$ cat src/hdl/hva_pkg.sv
// shared types, codes and helpers for the homogeneous vector alu
`default_nettype none
package hva_pkg;

  localparam logic [2:0] KIND_ADD   = 3'd0;
  localparam logic [2:0] KIND_SUB   = 3'd1;
  localparam logic [2:0] KIND_SCALE = 3'd2;
  localparam logic [2:0] KIND_DIVW  = 3'd3;
  localparam logic [2:0] KIND_NORM  = 3'd4;
  localparam logic [2:0] KIND_HOMOG = 3'd5;

  localparam logic [1:0] ST_OK       = 2'd0;
  localparam logic [1:0] ST_BAD_W    = 2'd1;
  localparam logic [1:0] ST_ZERO_LEN = 2'd2;
  localparam logic [1:0] ST_SAT      = 2'd3;

  localparam logic signed [31:0] Q_ONE = 32'sh0001_0000;

  localparam logic signed [63:0] S32_MAX = 64'sh0000_0000_7fff_ffff;
  localparam logic signed [63:0] S32_MIN = -64'sh0000_0000_8000_0000;

  localparam int DIV_STEPS  = 48;
  localparam int SQRT_STEPS = 32;
  localparam int LATENCY    = 4 + 2 * DIV_STEPS + SQRT_STEPS;

  // one lane of a restoring divider: remainder, numerator/quotient, divisor
  typedef struct packed {
    logic [31:0] rem;
    logic [47:0] nq;
    logic [31:0] d;
  } div_t;

  // digit-by-digit square root state
  typedef struct packed {
    logic [33:0] rem;
    logic [31:0] root;
    logic [63:0] s;
  } sq_t;

  // item context that travels beside the cells
  typedef struct packed {
    logic [2:0]         kind;
    logic signed [31:0] x;
    logic signed [31:0] y;
    logic signed [31:0] z;
    logic signed [31:0] w;
    logic               sat;
    logic [1:0]         st;
  } vec_t;

  typedef struct packed {
    logic               ovf;
    logic signed [31:0] val;
  } sat_t;

  function automatic sat_t sat64(input logic signed [63:0] v);
    sat_t r;
    r.ovf = 1'b0;
    r.val = v[31:0];
    if (v > S32_MAX) begin
      r.ovf = 1'b1;
      r.val = S32_MAX[31:0];
    end else if (v < S32_MIN) begin
      r.ovf = 1'b1;
      r.val = S32_MIN[31:0];
    end
    return r;
  endfunction

  function automatic logic [31:0] mag32(input logic signed [31:0] v);
    logic [31:0] r;
    r = v[31] ? 32'(-v) : v;
    return r;
  endfunction

  // signed value from a quotient magnitude, then clamp
  function automatic sat_t signed_quot(input logic [47:0] q, input logic neg);
    logic signed [63:0] qv;
    qv = {16'h0000, q};
    return sat64(neg ? -qv : qv);
  endfunction

endpackage
`default_nettype wire

$ cat src/hdl/hva_div_cell.sv
// one restoring division step, registered
`default_nettype none
module hva_div_cell (
  input  wire logic          clk,
  input  wire hva_pkg::div_t din,
  output hva_pkg::div_t      dout
);

  logic [32:0] trial;
  logic [32:0] diff;
  logic        ge;

  always_comb begin
    trial = {din.rem, din.nq[47]};
    diff  = trial - {1'b0, din.d};
    ge    = trial >= {1'b0, din.d};
  end

  always_ff @(posedge clk) begin
    dout.rem <= ge ? diff[31:0] : trial[31:0];
    dout.nq  <= {din.nq[46:0], ge};
    dout.d   <= din.d;
  end

endmodule
`default_nettype wire

$ cat config.mk
export PLATFORM = sky130hd
export DESIGN_NAME = hva_div_cell
export DESIGN_NICKNAME = d
export VERILOG_FILES = /design/src/hdl/hva_pkg.sv /design/src/hdl/hva_div_cell.sv
export SDC_FILE = /design/constraint.sdc
export NUM_CORES = 1
export LEC_CHECK = 0
export ABC_AREA = 1
export CAP_MARGIN = 10
export CORE_ASPECT_RATIO = 0.8
export CORE_MARGIN = 2
export CORE_UTILIZATION = 28
export CTS_BUF_LIST = sky130_fd_sc_hd__clkbuf_16
export CTS_CLUSTER_SIZE = 40
export DETAILED_ROUTE_END_ITERATION = 8
export DONT_BUFFER_PORTS = 1
export PLACE_DENSITY = 0.4
export SLEW_MARGIN = 10
export SYNTH_ARGS = -nofsm -noshare
export SYNTH_HDL_FRONTEND = slang
export SYNTH_SLANG_ARGS = --single-unit
$ cat constraint.sdc
create_clock -name clk -period 1.9 [get_ports clk]
set_input_delay 0.095 -clock clk [delete_from_list [all_inputs] [get_ports clk]]
set_output_delay 0.095 -clock clk [all_outputs]
set_load 0.05 [all_outputs]
==> results of run 1 <==
==> cell type report <==
type,instances,share of cell area
clock buffer,9,0.0309
clock inverter,7,0.00962
inverter,152,0.0783
multi-input combinational,490,0.349
sequential,112,0.308
tap,258,0.0443
timing repair buffer,136,0.180
==> routing by layer <==
| layer | vias to the layer above | global-route usage | part of all wire |
|---|---|---|---|
| li1 | 2569 | - | - |
| met1 | 2114 | 0.231 | 0.50 |
| met2 | 124 | 0.261 | 0.44 |
| met3 | 10 | 0.0338 | 0.057 |
| met4 | 0 | 0.0429 | 0.0075 |
| met5 | - | 0 | 0 |
==> critical path: stages <==
cell and delay [ns]:
inv_1 0.02, ha_1 0.40, nand2_1 0.14, nor2_2 0.16
nand2_1 0.11, nor2_2 0.23, nand2_1 0.08, nand3_1 0.14
nor2_4 0.09, nand2_8 0.27, nand3_2 0.17, nand2_1 0.09
==> kinds of logic after synthesis <==
kind of cell / count (synthesis) / share of synthesized area
AO/OA/AOI/OAI: 24 / 0.0226
buffers and inverters: 162 / 0.120
adder cells (fa/ha/maj): 33 / 0.0773
AND/OR/NAND/NOR: 419 / 0.345
XOR/XNOR: 14 / 0.0226
flip-flops: 112 / 0.412
==> stage by stage <==
stage	hold slack (ns)	setup WS (ns)	cell area [um^2]
after floorplan	0.123	0.350	5440
after global placement	0.123	-0.165	5880
after detailed placement	0.123	-0.168	5880
after CTS	0.0746	0.204	7280
after global routing	0.135	0.0771	7280
final	0.0875	0.205	7280
==> cell usage in the layout, fill, tap and decap left out, drive strengths merged, types with 9 or more instances in the layout <==
cell	count
a21oi	21
buf	25
clkbuf	9
dfxtp	112
dlygate4sd3	111
ha	32
inv	153
nand2	282
nand3	68
nand3b	10
nor2	40
xor2	13
==> what timing repair did <==
action                                 CTS  global route
hold buffers                           111             0
endpoints found under the hold margin  111             0
buffers inserted                         0             0
==> how the worst min path moves through the flow <==
stage	startpoint	end	slack [ns]
4_1_cts	din[1]	dout[81]	0.07
2_1_floorplan	din[0]	dout[0]	0.12
5_1_grt	din[1]	dout[81]	0.14
6_report	din[1]	dout[81]	0.09
3_5_place_dp	din[46]	dout[47]	0.12
3_3_place_gp	din[52]	dout[53]	0.12
==> power by group through the flow <==
stage                     logic, mW  clock network, mW  registers [mW]
final                          1.27               1.87            3.46
after global routing           1.45               2.01            3.48
after CTS                      1.28               1.95            3.47
after detailed placement       1.09                  0            3.53
after global placement         1.09                  0            3.53
after floorplan               0.788                  0            3.49
==> qor.yml, run 1 <==
power:
  power_mw: 6.60
  netSwitchingFraction: 0.389
  seqPwrFrac: 0.525
  clock_power_share: 0.283
  pwr-share-comb: 0.192
  peakVddDrop_mv: 0.399
  p_per_area_nw_per_um2: 906
  intPower_mw: 4.03
  p_leak_nw: 3.83
  switchingPower_mw: 2.56
sta:
  rsz0062_at_grt: "false"
  fin_tns_setup_ns: 0
  setup_violations: 0
  slew_headroom: 0.659
  slew_viol_final: 0
  finalCritPeriodShare: 0.892
  period_needed_ns: 1.69
  hold_viol: 0
  fmaxAchievable_ghz: 0.590
  tightest_slew_ns: 0.511
synth:
  yosys-top-cells-area: "dfxtp_1 41%, nand2_1 19%, inv_1 10%"
  avgSynthCellArea_um2: 7.12
  yosys_warnings: 0
  synthTopCellsByCount: "276 x nand2_1, 149 x inv_1, 112 x dfxtp_1"
  synth_edf_count: 0
  syn-cell-area_um2: 5440
  yosysSeqAreaShare: 0.412
  ys_ff_latch: 112
  synth_most_common_cell: "nand2_1"
  synth-async-reset-ratio: 0
  synthCells: 764
  synth_flop_cell: "dfxtp_1"
  synth_area_leader_cell: "dfxtp_1"
  ys_types: 29
  synth_top_area_frac: 0.412
  synth_nets: 910
global_route:
  grt_start_max_net_pins: 36
  antenna_found_initial: 0
  grt_first_pass_wirelength_um: 26100
  grtUsageTotal: 0.165
  overflow: 0
  grt_pass1_vias: 4983
place:
  dp_hpwl_um: 13200
  place.gp.congestion: 0.824
  place_inst: 1037
  numPortBuffers: 0
final_layout:
  reg.largest.list: "dout (112)"
  largest_register: "dout"
  final_cells: 1164
  n_antenna_cell: 0
  largest_register_ffs: 112
  postLayoutCoreUtil: 0.383
  multiInputGateArea_um2: 2540
  seqCellArea_um2: 2240
  nets: 1047
  nFillCells: 2106
  drive_above_1_share: 0.0806
  area_growth_pct: 34.0
clock_network:
  cts_tree: "built"
  htreeDepth: 3
  postCtsResizedCells: 0
  cts_buffers: 9
  clockRootBuffer: "clkbuf_16"
  clkTransAtPathRegs_ns: 0.08
  cts.path.max_buffers: 2
  cts_sinks: 112
routing:
  route.detailed.drc: 0
  drt-pass1-iter-count: 4
  routed_wl_um: 17200
  wl_per_cell_um: 14.8
  vias_per_cell: 4.14
  ant_nets: 0
  first_iter_violations: 192
  vias: 4817
critical_path:
  crit_required_ns: 2.21
  start_kind: "primary input"
  crit_end: "dout[108]"
  critPathMaxFanout: 35
  crit_type: "primary input to register"
  cp-end-kind: "register"
  crit_arrival_ns: 2.00
  critPathLaunch: "din[17]"
floorplan:
  fp.dieArea_um2: 20600
  rows: 45
  io_pins: 225
  start_util: 0.286
  die_h_um: 129
  core_um2: 19000
  die_w_um: 160
status:
  outcome: "finished clean"
worst_hold_path:
  hold_class: "primary input to register"
  hold_depth: 4
job:
  maxCapViolCount: 0
Power figures use the tool's default switching activity.
==> run 2, diff against run 1 <==
--- a/config.mk
+++ b/config.mk
@@ -11,6 +11,7 @@
 export CORE_MARGIN = 2
 export CORE_UTILIZATION = 28
 export CTS_BUF_LIST = sky130_fd_sc_hd__clkbuf_16
+export CTS_CLUSTER_DIAMETER = 80
 export CTS_CLUSTER_SIZE = 40
 export DETAILED_ROUTE_END_ITERATION = 8
 export DONT_BUFFER_PORTS = 1
==> constraint.sdc (replaced) <==
create_clock -name clk -period 2.14 [get_ports clk]
set_input_delay 0.107 -clock clk [delete_from_list [all_inputs] [get_ports clk]]
set_output_delay 0.107 -clock clk [all_outputs]
set_load 0.05 [all_outputs]
==> qor.yml, run 2 (synthesis gave the netlist of run 1 again) <==
status:
  outcome: "finished clean"
floorplan:
  core_um2: 19000
  die_w_um: 160
  rows: 45
  start_util: 0.286
  die_h_um: 129
  fp.dieArea_um2: 20600
  io_pins: 225
critical_path:
  crit_required_ns: 2.40
  critPathMaxFanout: 3
  cp-end-kind: "register"
  crit_type: "primary input to register"
  crit_arrival_ns: 2.18
  start_kind: "primary input"
final_layout:
  drive_above_1_share: 0.0662
  largest_register_ffs: 112
  reg.largest.list: "dout (112)"
  nFillCells: 2149
  area_growth_pct: 32.2
  layout_common_cells: "275 x nand2_1, 150 x inv_1, 112 x dfxtp_1, 111 x dlygate4sd3_1, 52 x nand3_1"
  final_cells: 1149
  postLayoutCoreUtil: 0.378
  n_antenna_cell: 0
  nets: 1032
  mostFrequentLayoutCell: "nand2_1"
  largest_register: "dout"
  stdcell_area_um2: 7190
sta:
  setup_violations: 0
  period_needed_ns: 1.92
  tightest_slew_ns: 0.571
  finalCritPeriodShare: 0.897
  rsz0062_at_grt: "false"
  hold_viol: 0
  slew_viol_final: 0
  slew_headroom: 0.619
  fmaxAchievable_ghz: 0.521
  fin_tns_setup_ns: 0
clock_network:
  cts.path.max_buffers: 2
  cts_buffers: 9
  clockRootBuffer: "clkbuf_16"
  clkTransAtPathRegs_ns: 0.08
  cts_setup_buffers: 0
  cts_sinks: 112
  htreeDepth: 3
  cts_tree: "built"
routing:
  dr_wl_met2_um: 7440
  drt-pass1-iter-count: 6
  vias_per_cell: 4.25
  first_iter_violations: 267
  wl_met1_um: 8800
  wl_per_cell_um: 15.1
  route.detailed.drc: 0
  routed_wl_um: 17400
  ant_nets: 0
  dr_wl_met3_um: 968
  vias: 4878
  dr.max_layer_used: "met4"
global_route:
  antenna_found_initial: 0
  grt_first_pass_wirelength_um: 26400
  grt_pass1_vias: 4871
  overflow: 0
  grt_start_max_net_pins: 21
  grtUsageTotal: 0.167
power:
  p_per_area_nw_per_um2: 810
  p_leak_nw: 3.77
  peakVddDrop_mv: 0.313
  power_mw: 5.82
place:
  numPortBuffers: 0
  dpl_cell_area_um2: 5780
  dp_hpwl_um: 13300
  place.gp.congestion: 0.882
  place_inst: 1022
worst_hold_path:
  hold_class: "primary input to register"
job:
  maxCapViolCount: 0
run 2: cell count changes in the layout (fill, tap and decap cells not counted):
cell,delta
buf_12,+1
buf_4,-16
clkinv_1,-1
clkinv_4,+1
clkinvlp_4,-1
inv_1,+1
nand2_1,-1
nand2_2,+1
run 2: final cells by class:
cell class | count | area (um^2) | share of cell area
clock buffers | 9 | 225 | 0.0313
well taps | 258 | 323 | 0.0449
flip-flops and latches | 112 | 2240 | 0.312
inverters | 152 | 571 | 0.0794
repair buffers | 121 | 1210 | 0.168
clock inverters | 7 | 71.3 | 0.00992
multi-input cells | 490 | 2540 | 0.354
run 2: metrics by stage:
stage	setup slack, ns	hold WS (ns)
after floorplan	0.578	0.135
after global placement	0.186	0.135
after detailed placement	0.157	0.135
after CTS	0.168	0.0817
after global routing	0.0586	0.150
final	0.219	0.0899
run 2: final timing paths:
kind / from / endpoint / slack, ns / depth (start not counted)
worst min-delay path: din[0] / dout[80] / 0.09 / 4
worst max-delay path: din[80] / dout[96] / 0.22 / 13
run 2: timing repair:
action	in CTS	in global routing
hold buffers	111	0
resized for setup	0	1
endpoints found under the hold margin	111	0
endpoints found under the setup margin	0	1
run 2: metal layers:
layer | vias up | GRT usage
met5 | - | 0
met4 | 0 | 0.0445
met3 | 10 | 0.0390
met2 | 133 | 0.249
met1 | 2201 | 0.242
li1 | 2534 | -
run 2: power by group:
part | internal, mW | total (mW) | switching [mW]
clock network | 0.816 | 1.64 | 0.823
logic | 0.456 | 1.10 | 0.649
registers | 2.29 | 3.08 | 0.793
total | 3.56 | 5.82 | 2.26
run 2: worst max-delay path, cell delays in order:
cell and delay [ns]:
dlygate4sd3_1 0.53, inv_1 0.06, fa_1 0.44, inv_1 0.10, nand3_1 0.07, nand3_1 0.14
nand2_1 0.08, nand3_1 0.18, nand3_1 0.19, nand2_1 0.10, nand2_1 0.06, nand3_2 0.07
nand2_1 0.04
