File: config.mk
export PLATFORM = sky130hd
export DESIGN_NAME = hva_sqrt_cell
export DESIGN_NICKNAME = d
export VERILOG_FILES = /design/src/hdl/hva_pkg.sv /design/src/hdl/hva_sqrt_cell.sv
export SDC_FILE = /design/constraint.sdc
export NUM_CORES = 1
export LEC_CHECK = 0
export ABC_AREA = 1
export CORE_MARGIN = 2
export CORE_UTILIZATION = 50
export CTS_CLUSTER_SIZE = 28
export DETAILED_ROUTE_END_ITERATION = 12
export DONT_BUFFER_PORTS = 1
export GPL_TIMING_DRIVEN = 0
export HOLD_SLACK_MARGIN = 0.03
export PLACE_DENSITY = 0.75
export SLEW_MARGIN = 20
export SYNTH_ARGS = -nofsm -noshare
export SYNTH_HDL_FRONTEND = slang
export SYNTH_SLANG_ARGS = --single-unit
File: constraint.sdc
create_clock -name clk -period 2.3 [get_ports clk]
set_input_delay 0.345 -clock clk [delete_from_list [all_inputs] [get_ports clk]]
set_output_delay 0.345 -clock clk [all_outputs]
set_load 0.02 [all_outputs]
File: src/hdl/hva_pkg.sv
// shared types, codes and helpers for the homogeneous vector alu
`default_nettype none
package hva_pkg;

  localparam logic [2:0] KIND_ADD   = 3'd0;
  localparam logic [2:0] KIND_SUB   = 3'd1;
  localparam logic [2:0] KIND_SCALE = 3'd2;
  localparam logic [2:0] KIND_DIVW  = 3'd3;
  localparam logic [2:0] KIND_NORM  = 3'd4;
  localparam logic [2:0] KIND_HOMOG = 3'd5;

  localparam logic [1:0] ST_OK       = 2'd0;
  localparam logic [1:0] ST_BAD_W    = 2'd1;
  localparam logic [1:0] ST_ZERO_LEN = 2'd2;
  localparam logic [1:0] ST_SAT      = 2'd3;

  localparam logic signed [31:0] Q_ONE = 32'sh0001_0000;

  localparam logic signed [63:0] S32_MAX = 64'sh0000_0000_7fff_ffff;
  localparam logic signed [63:0] S32_MIN = -64'sh0000_0000_8000_0000;

  localparam int DIV_STEPS  = 48;
  localparam int SQRT_STEPS = 32;
  localparam int LATENCY    = 4 + 2 * DIV_STEPS + SQRT_STEPS;

  // one lane of a restoring divider: remainder, numerator/quotient, divisor
  typedef struct packed {
    logic [31:0] rem;
    logic [47:0] nq;
    logic [31:0] d;
  } div_t;

  // digit-by-digit square root state
  typedef struct packed {
    logic [33:0] rem;
    logic [31:0] root;
    logic [63:0] s;
  } sq_t;

  // item context that travels beside the cells
  typedef struct packed {
    logic [2:0]         kind;
    logic signed [31:0] x;
    logic signed [31:0] y;
    logic signed [31:0] z;
    logic signed [31:0] w;
    logic               sat;
    logic [1:0]         st;
  } vec_t;

  typedef struct packed {
    logic               ovf;
    logic signed [31:0] val;
  } sat_t;

  function automatic sat_t sat64(input logic signed [63:0] v);
    sat_t r;
    r.ovf = 1'b0;
    r.val = v[31:0];
    if (v > S32_MAX) begin
      r.ovf = 1'b1;
      r.val = S32_MAX[31:0];
    end else if (v < S32_MIN) begin
      r.ovf = 1'b1;
      r.val = S32_MIN[31:0];
    end
    return r;
  endfunction

  function automatic logic [31:0] mag32(input logic signed [31:0] v);
    logic [31:0] r;
    r = v[31] ? 32'(-v) : v;
    return r;
  endfunction

  // signed value from a quotient magnitude, then clamp
  function automatic sat_t signed_quot(input logic [47:0] q, input logic neg);
    logic signed [63:0] qv;
    qv = {16'h0000, q};
    return sat64(neg ? -qv : qv);
  endfunction

endpackage
`default_nettype wire

File: src/hdl/hva_sqrt_cell.sv
// one bit of integer square root, registered
`default_nettype none
module hva_sqrt_cell (
  input  wire logic         clk,
  input  wire hva_pkg::sq_t din,
  output hva_pkg::sq_t      dout
);

  logic [35:0] trial;
  logic [35:0] cand;
  logic [35:0] diff;
  logic        ge;

  always_comb begin
    trial = {din.rem, din.s[63:62]};
    cand  = {2'b00, din.root, 2'b01};
    diff  = trial - cand;
    ge    = trial >= cand;
  end

  always_ff @(posedge clk) begin
    dout.rem  <= ge ? diff[33:0] : trial[33:0];
    dout.root <= {din.root[30:0], ge};
    dout.s    <= {din.s[61:0], 2'b00};
  end

endmodule
`default_nettype wire

==> results of run 1 <==
-- path summary, 6_finish.rpt --
kind | start | to | slack (ns) | cells past startpoint
setup / recovery | din[62] | dout[110] | 0.15 | 16
hold / removal | din[63] | dout[97] | 0.07 | 2
-- area by class of cell --
class	count	share of cell area, %
Sequential cell	128	33.65
Multi-Input combinational cell	500	32.35
Buffer	8	0.9859
Timing Repair Buffer	126	16.56
Clock buffer	18	5.619
Inverter	140	6.967
Clock inverter	13	1.495
Antenna cell	2	0.06572
Tap cell	140	2.300
-- synthesized netlist by cell type, types with 4 or more instances --
master and count:
nand2_1 288, inv_1 139, dfxtp_1 128, nor2_1 49
nand3_1 38, ha_1 34, a21oi_1 25, xor2_1 15
o21ai_0 13, nor2_2 8, nand4_1 6, buf_4 5
nand3b_1 4
-- routing by layer --
metal	GRT usage [%]	vias up	share of wire, %
li1	-	2625	-
met1	35.78	2284	40
met2	52.15	234	48
met3	8.583	26	9.3
met4	10.85	0	2.0
met5	0	-	0
-- logic make-up after synthesis --
| family | after synthesis |
|---|---|
| AND/OR/NAND/NOR | 404 |
| buffers and inverters | 148 |
| AO/OA/AOI/OAI | 42 |
| flip-flops | 128 |
| XOR/XNOR | 18 |
| adder cells (fa/ha/maj) | 34 |
| other | 1 |
-- power groups by stage --
stage | sequential (mW) | clock (mW) | combinational, mW
final | 2.81 | 2.48 | 0.993
after global routing | 2.82 | 2.59 | 1.11
after CTS | 2.80 | 2.48 | 0.971
after detailed placement | 2.85 | 0 | 0.788
after global placement | 2.85 | 0 | 0.785
after floorplan | 2.80 | 0 | 0.614
-- metrics by stage --
stage / instances / hold slack (ns)
3_3_place_gp: 916 / 0.3728
6_report: 1075 / 0.06584
5_1_grt: 1075 / 0.09774
4_1_cts: 1073 / 0.04283
2_1_floorplan: 776 / 0.3727
3_5_place_dp: 916 / 0.3728
-- worst max-delay path, stage by stage --
cell and delay, ns:
dlygate4sd3_1 0.56, inv_1 0.08, ha_1 0.23, inv_1 0.12, nand3_1 0.10, nand3_2 0.11, nand3_1 0.09, nand3_2 0.12
nand2_1 0.09, nand2_1 0.09, nand2_1 0.09, nand2_4 0.17, inv_6 0.07, buf_6 0.15, nand2_1 0.06, nand2_1 0.08
-- timing repair --
item | 4_1_cts | 5_1_grt
setup buffers | 0 | 0
endpoints found under the setup margin | 0 | 31
resized for setup | 0 | 3
hold buffers | 126 | 0
hold endpoints to repair | 126 | 0
==> results.yml, run 1 <==
job:
  maxCapViolations: 0
yosys:
  synth_ff_type: "dfxtp_1"
  ys_async_sr_fraction_pct: 0
  synth_mux_area_share_pct: 0
  yosys.area_share.simple_pct: 29.32
  synth_fa_ha_area_share_pct: 7.574
  synth_top_area_cell: "dfxtp_1"
  syn_area_per_cell_um2: 7.247
  ys_ff_latch: 128
  syn-cell-area_mm2: 0.005617
  synth_cells: 775
  yosysWarnings: 0
  synth_compound_area_share_pct: 3.943
  synth_edf_count: 0
  synth_cell_types: 25
  synth.top_cell.area_share_pct: 45.62
  synth_area_leaders: "dfxtp_1 (46%), nand2_1 (19%), inv_1 (9.3%)"
  synth_xor_xnor_area_share_pct: 2.807
  synth_top_family_by_area: "simple AND/OR/NAND/NOR gates"
  ys_seq_area_share_pct: 45.62
clock_tree:
  clk_pin_slew_worst_paths_ns: 0.06
  cts_buffer_depth: 2
  cts-root-buf: "clkbuf_8"
  cts_buffers: 17
  cts.sinks: 128
  h-tree-depth: 4
  cts_tree: "built"
global_routing:
  grt_pass1_wl_um: 26770
  grt_overflow_total: 0
  grt_pass1_vias: 5081
  grt.total_usage_pct: 30.24
  grt_max_degree: 17
  antenna_found_initial: 2
setup_path:
  cp_max_fo: 10
  required_ns: 2.71
  cp-end-kind: "flip-flop"
  path_class: "in -> reg"
  startpoint_type: "input port"
  arrival_ns: 2.56
pwr:
  ir_drop_v: 0.0006812
  power.total_mw: 6.277
  leakagePower_nw: 3.976
  internal_power_mw: 4.312
  p_sw_mw: 1.965
  p_seq_share_pct: 44.7
  p_clk_share_pct: 39.5
  switching_share_pct: 31.30
  powerDensity_mw_per_mm2: 824.3
  combPwrFrac_pct: 15.8
sta:
  finalCritPeriodShare_pct: 93.56
  fin_tns_setup_ns: 0
  tightest_slew_ns: 0.6948
  layout_setup_ws_ns: 0.1480
  maxSlewViolCount: 0
  final-hold-violation-count: 0
  min_period_ns: 2.152
  relSlewSlack_pct: 53.19
  setup_violations: 0
  max_clock_freq_ghz: 0.4647
drt:
  wl_per_cell_um: 17.28
  antenna_left: 0
  firstDrtPassIters: 7
  via_count: 5169
  dr.first_iter.drc_count: 313
  wirelength_um: 18570
  remaining_drc_errors: 0
  viasPerCell: 4.808
die:
  pin_count: 261
  die_w_um: 110.0
  fp.dieArea_mm2: 0.01210
  rows: 38
  start_util_pct: 51.59
  core_mm2: 0.01089
  dieHeight_um: 110.0
finish:
  fin_util_pct: 69.94
  top_register: "dout"
  top_regs: "dout x128"
  fill_cells: 889
  largest_reg_flops: 128
  final_nets: 1086
  fin_area_mm2: 0.007615
  final_common_cell: "nand2_1"
  syn_to_final_growth_pct: 35.58
  multi_input_area_mm2: 0.002464
  final_cell_mix: "nand2_1 (288), inv_1 (139), dfxtp_1 (128)"
  drive_gt1_share_pct: 5.895
  seq_area_mm2: 0.002562
place:
  port_buffers: 0
  routabilityCongestion: 0.9459
  place_area_mm2: 0.005796
  dp_worst_setup_slack_ns: -0.03206
  hpwlAfterDp_um: 12930
status:
  status: "finished, final reports clean"
worst_hold_path:
  hold_path.class: "in -> reg"
Note: power is estimated with default switching activity, not from simulation.
==> run 2, diff against run 1 <==
--- a/config.mk
+++ b/config.mk
@@ -13,7 +13,7 @@
 export DONT_BUFFER_PORTS = 1
 export GPL_TIMING_DRIVEN = 0
 export HOLD_SLACK_MARGIN = 0.03
-export PLACE_DENSITY = 0.75
+export REMOVE_ABC_BUFFERS = 1
 export SLEW_MARGIN = 20
 export SYNTH_ARGS = -nofsm -noshare
 export SYNTH_HDL_FRONTEND = slang
==> results.yml, run 2 (same netlist as run 1, synthesis figures left out) <==
die:
  dieHeight_um: 110.0
  pin_count: 261
  core_mm2: 0.01089
  start_util_pct: 51.59
  die_w_um: 110.0
  rows: 38
  fp.dieArea_mm2: 0.01210
setup_path:
  required_ns: 2.71
  path_cells: "inv_1, ha_1, nand2_1, nor2_2, nand2_1, nor2_1, nand2_1, a21oi_2, nor2_1, nand2_8, clkinv_8, nand2_1, nand2_1"
  cpMaxStageDelayCell: "ha_1"
  path_class: "in -> reg"
  cp_max_fo: 37
  arrival_ns: 2.42
  crit_path_max_incr_delay_ns: 0.35
  startpoint_type: "input port"
  cp-end-kind: "flip-flop"
  crit_top_cell: "nand2_1"
drt:
  antenna_left: 0
  wl_per_cell_um: 17.91
  viasPerCell: 4.996
  remaining_drc_errors: 0
  dr.first_iter.drc_count: 304
  wirelength_um: 19120
  via_count: 5336
  firstDrtPassIters: 5
global_routing:
  antenna_found_initial: 0
  grt.total_usage_pct: 31.61
  grt_pass1_wl_um: 28210
  grt_overflow_total: 0
  grt_pass1_vias: 5484
  grt_max_degree: 38
finish:
  top_regs: "dout x128"
  final_common_cell: "nand2_1"
  fin_util_pct: 70.06
  largest_reg_flops: 128
  fin_area_mm2: 0.007629
  top_register: "dout"
  final_cell_mix: "nand2_1 (288), inv_1 (139), dfxtp_1 (128)"
  drive_gt1_share_pct: 4.968
  finalNonFillerCells: 1068
  final_nets: 1078
  syn_to_final_growth_pct: 35.82
sta:
  tightest_slew_ns: 0.8039
  max_clock_freq_ghz: 0.4981
  min_period_ns: 2.008
  final-hold-violation-count: 0
  whs_ns: 0.02653
  layout_setup_ws_ns: 0.2924
  maxSlewViolCount: 0
  fin_tns_setup_ns: 0
  grt_setup_unrepaired: "false"
  relSlewSlack_pct: 45.84
  setup_violations: 0
  finalCritPeriodShare_pct: 87.29
place:
  place_area_mm2: 0.005724
  routabilityCongestion: 0.8969
  hpwlAfterDp_um: 12050
  placed_cells: 908
  port_buffers: 0
  dp_worst_setup_slack_ns: -0.3943
worst_hold_path:
  hold_start: "din[62]"
  hold_path.class: "in -> reg"
  min_to: "dout[96]"
  whs_path_depth: 3
pwr:
  p_seq_share_pct: 42.0
  power.total_mw: 6.681
  internal_power_mw: 4.628
  switching_share_pct: 30.72
  p_sw_mw: 2.053
  powerDensity_mw_per_mm2: 875.7
  p_clk_share_pct: 43.1
  combPwrFrac_pct: 14.9
  ir_drop_v: 0.0009772
  leakagePower_nw: 3.963
clock_tree:
  cts_setup_buffers: 0
  cts_buffers: 17
  h-tree-depth: 4
  cts.sinks: 128
  cts_tree: "built"
  clk_pin_slew_worst_paths_ns: 0.06
  cts-root-buf: "clkbuf_8"
  cts_buffer_depth: 2
status:
  status: "finished, final reports clean"
job:
  maxCapViolations: 0
[run 2: worst max-delay path, delay by kind of cell]
| kind | cells | cell delay [ns] |
|---|---|---|
| buffers and inverters | 2 | 0.26 |
| AOI/OAI and AO/OA | 1 | 0.12 |
| and+or+nand+nor | 9 | 1.31 |
| adders and majority gates | 1 | 0.35 |
[run 2: worst max path at each step]
stage	startpoint	end	depth (start not counted)
6_report	din[77]	dout[110]	13
4_1_cts	din[77]	dout[124]	15
3_3_place_gp	din[77]	dout[123]	15
2_1_floorplan	din[77]	dout[115]	15
5_1_grt	din[77]	dout[116]	15
3_5_place_dp	din[77]	dout[124]	15
[run 2: power groups by stage]
stage                     Clock [mW]  Sequential [mW]  Combinational [mW]
after CTS                       2.85             2.80               0.958
after global routing            2.98             2.82                1.12
after floorplan                    0             2.80               0.600
final                           2.88             2.81               0.997
after detailed placement           0             2.84               0.780
after global placement             0             2.84               0.774
[run 2: final cells by class]
cell class / count / area [µm²]
repair buffers: 126 / 1261
flip-flops and latches: 128 / 2562
diodes: 2 / 5.005
multi-input cells: 500 / 2467
well taps: 140 / 175.2
inverters: 140 / 538.0
clock inverters: 14 / 201.4
fillers: 881 / 3259
clock buffers: 18 / 417.9
[run 2: per-layer routing]
metal  GRT usage (%)  share of wire, %  up-vias
met5               0                 0        -
met4           11.84               2.5        0
met3           9.171               8.1       36
met2           54.56                49      250
met1           37.02                41     2437
li1                -                 -     2613
[run 2: repair_timing]
action,CTS,global route
hold buffers,125,1
endpoints found under the hold margin,126,1
setup endpoints to repair,0,33
gates resized for setup,0,4
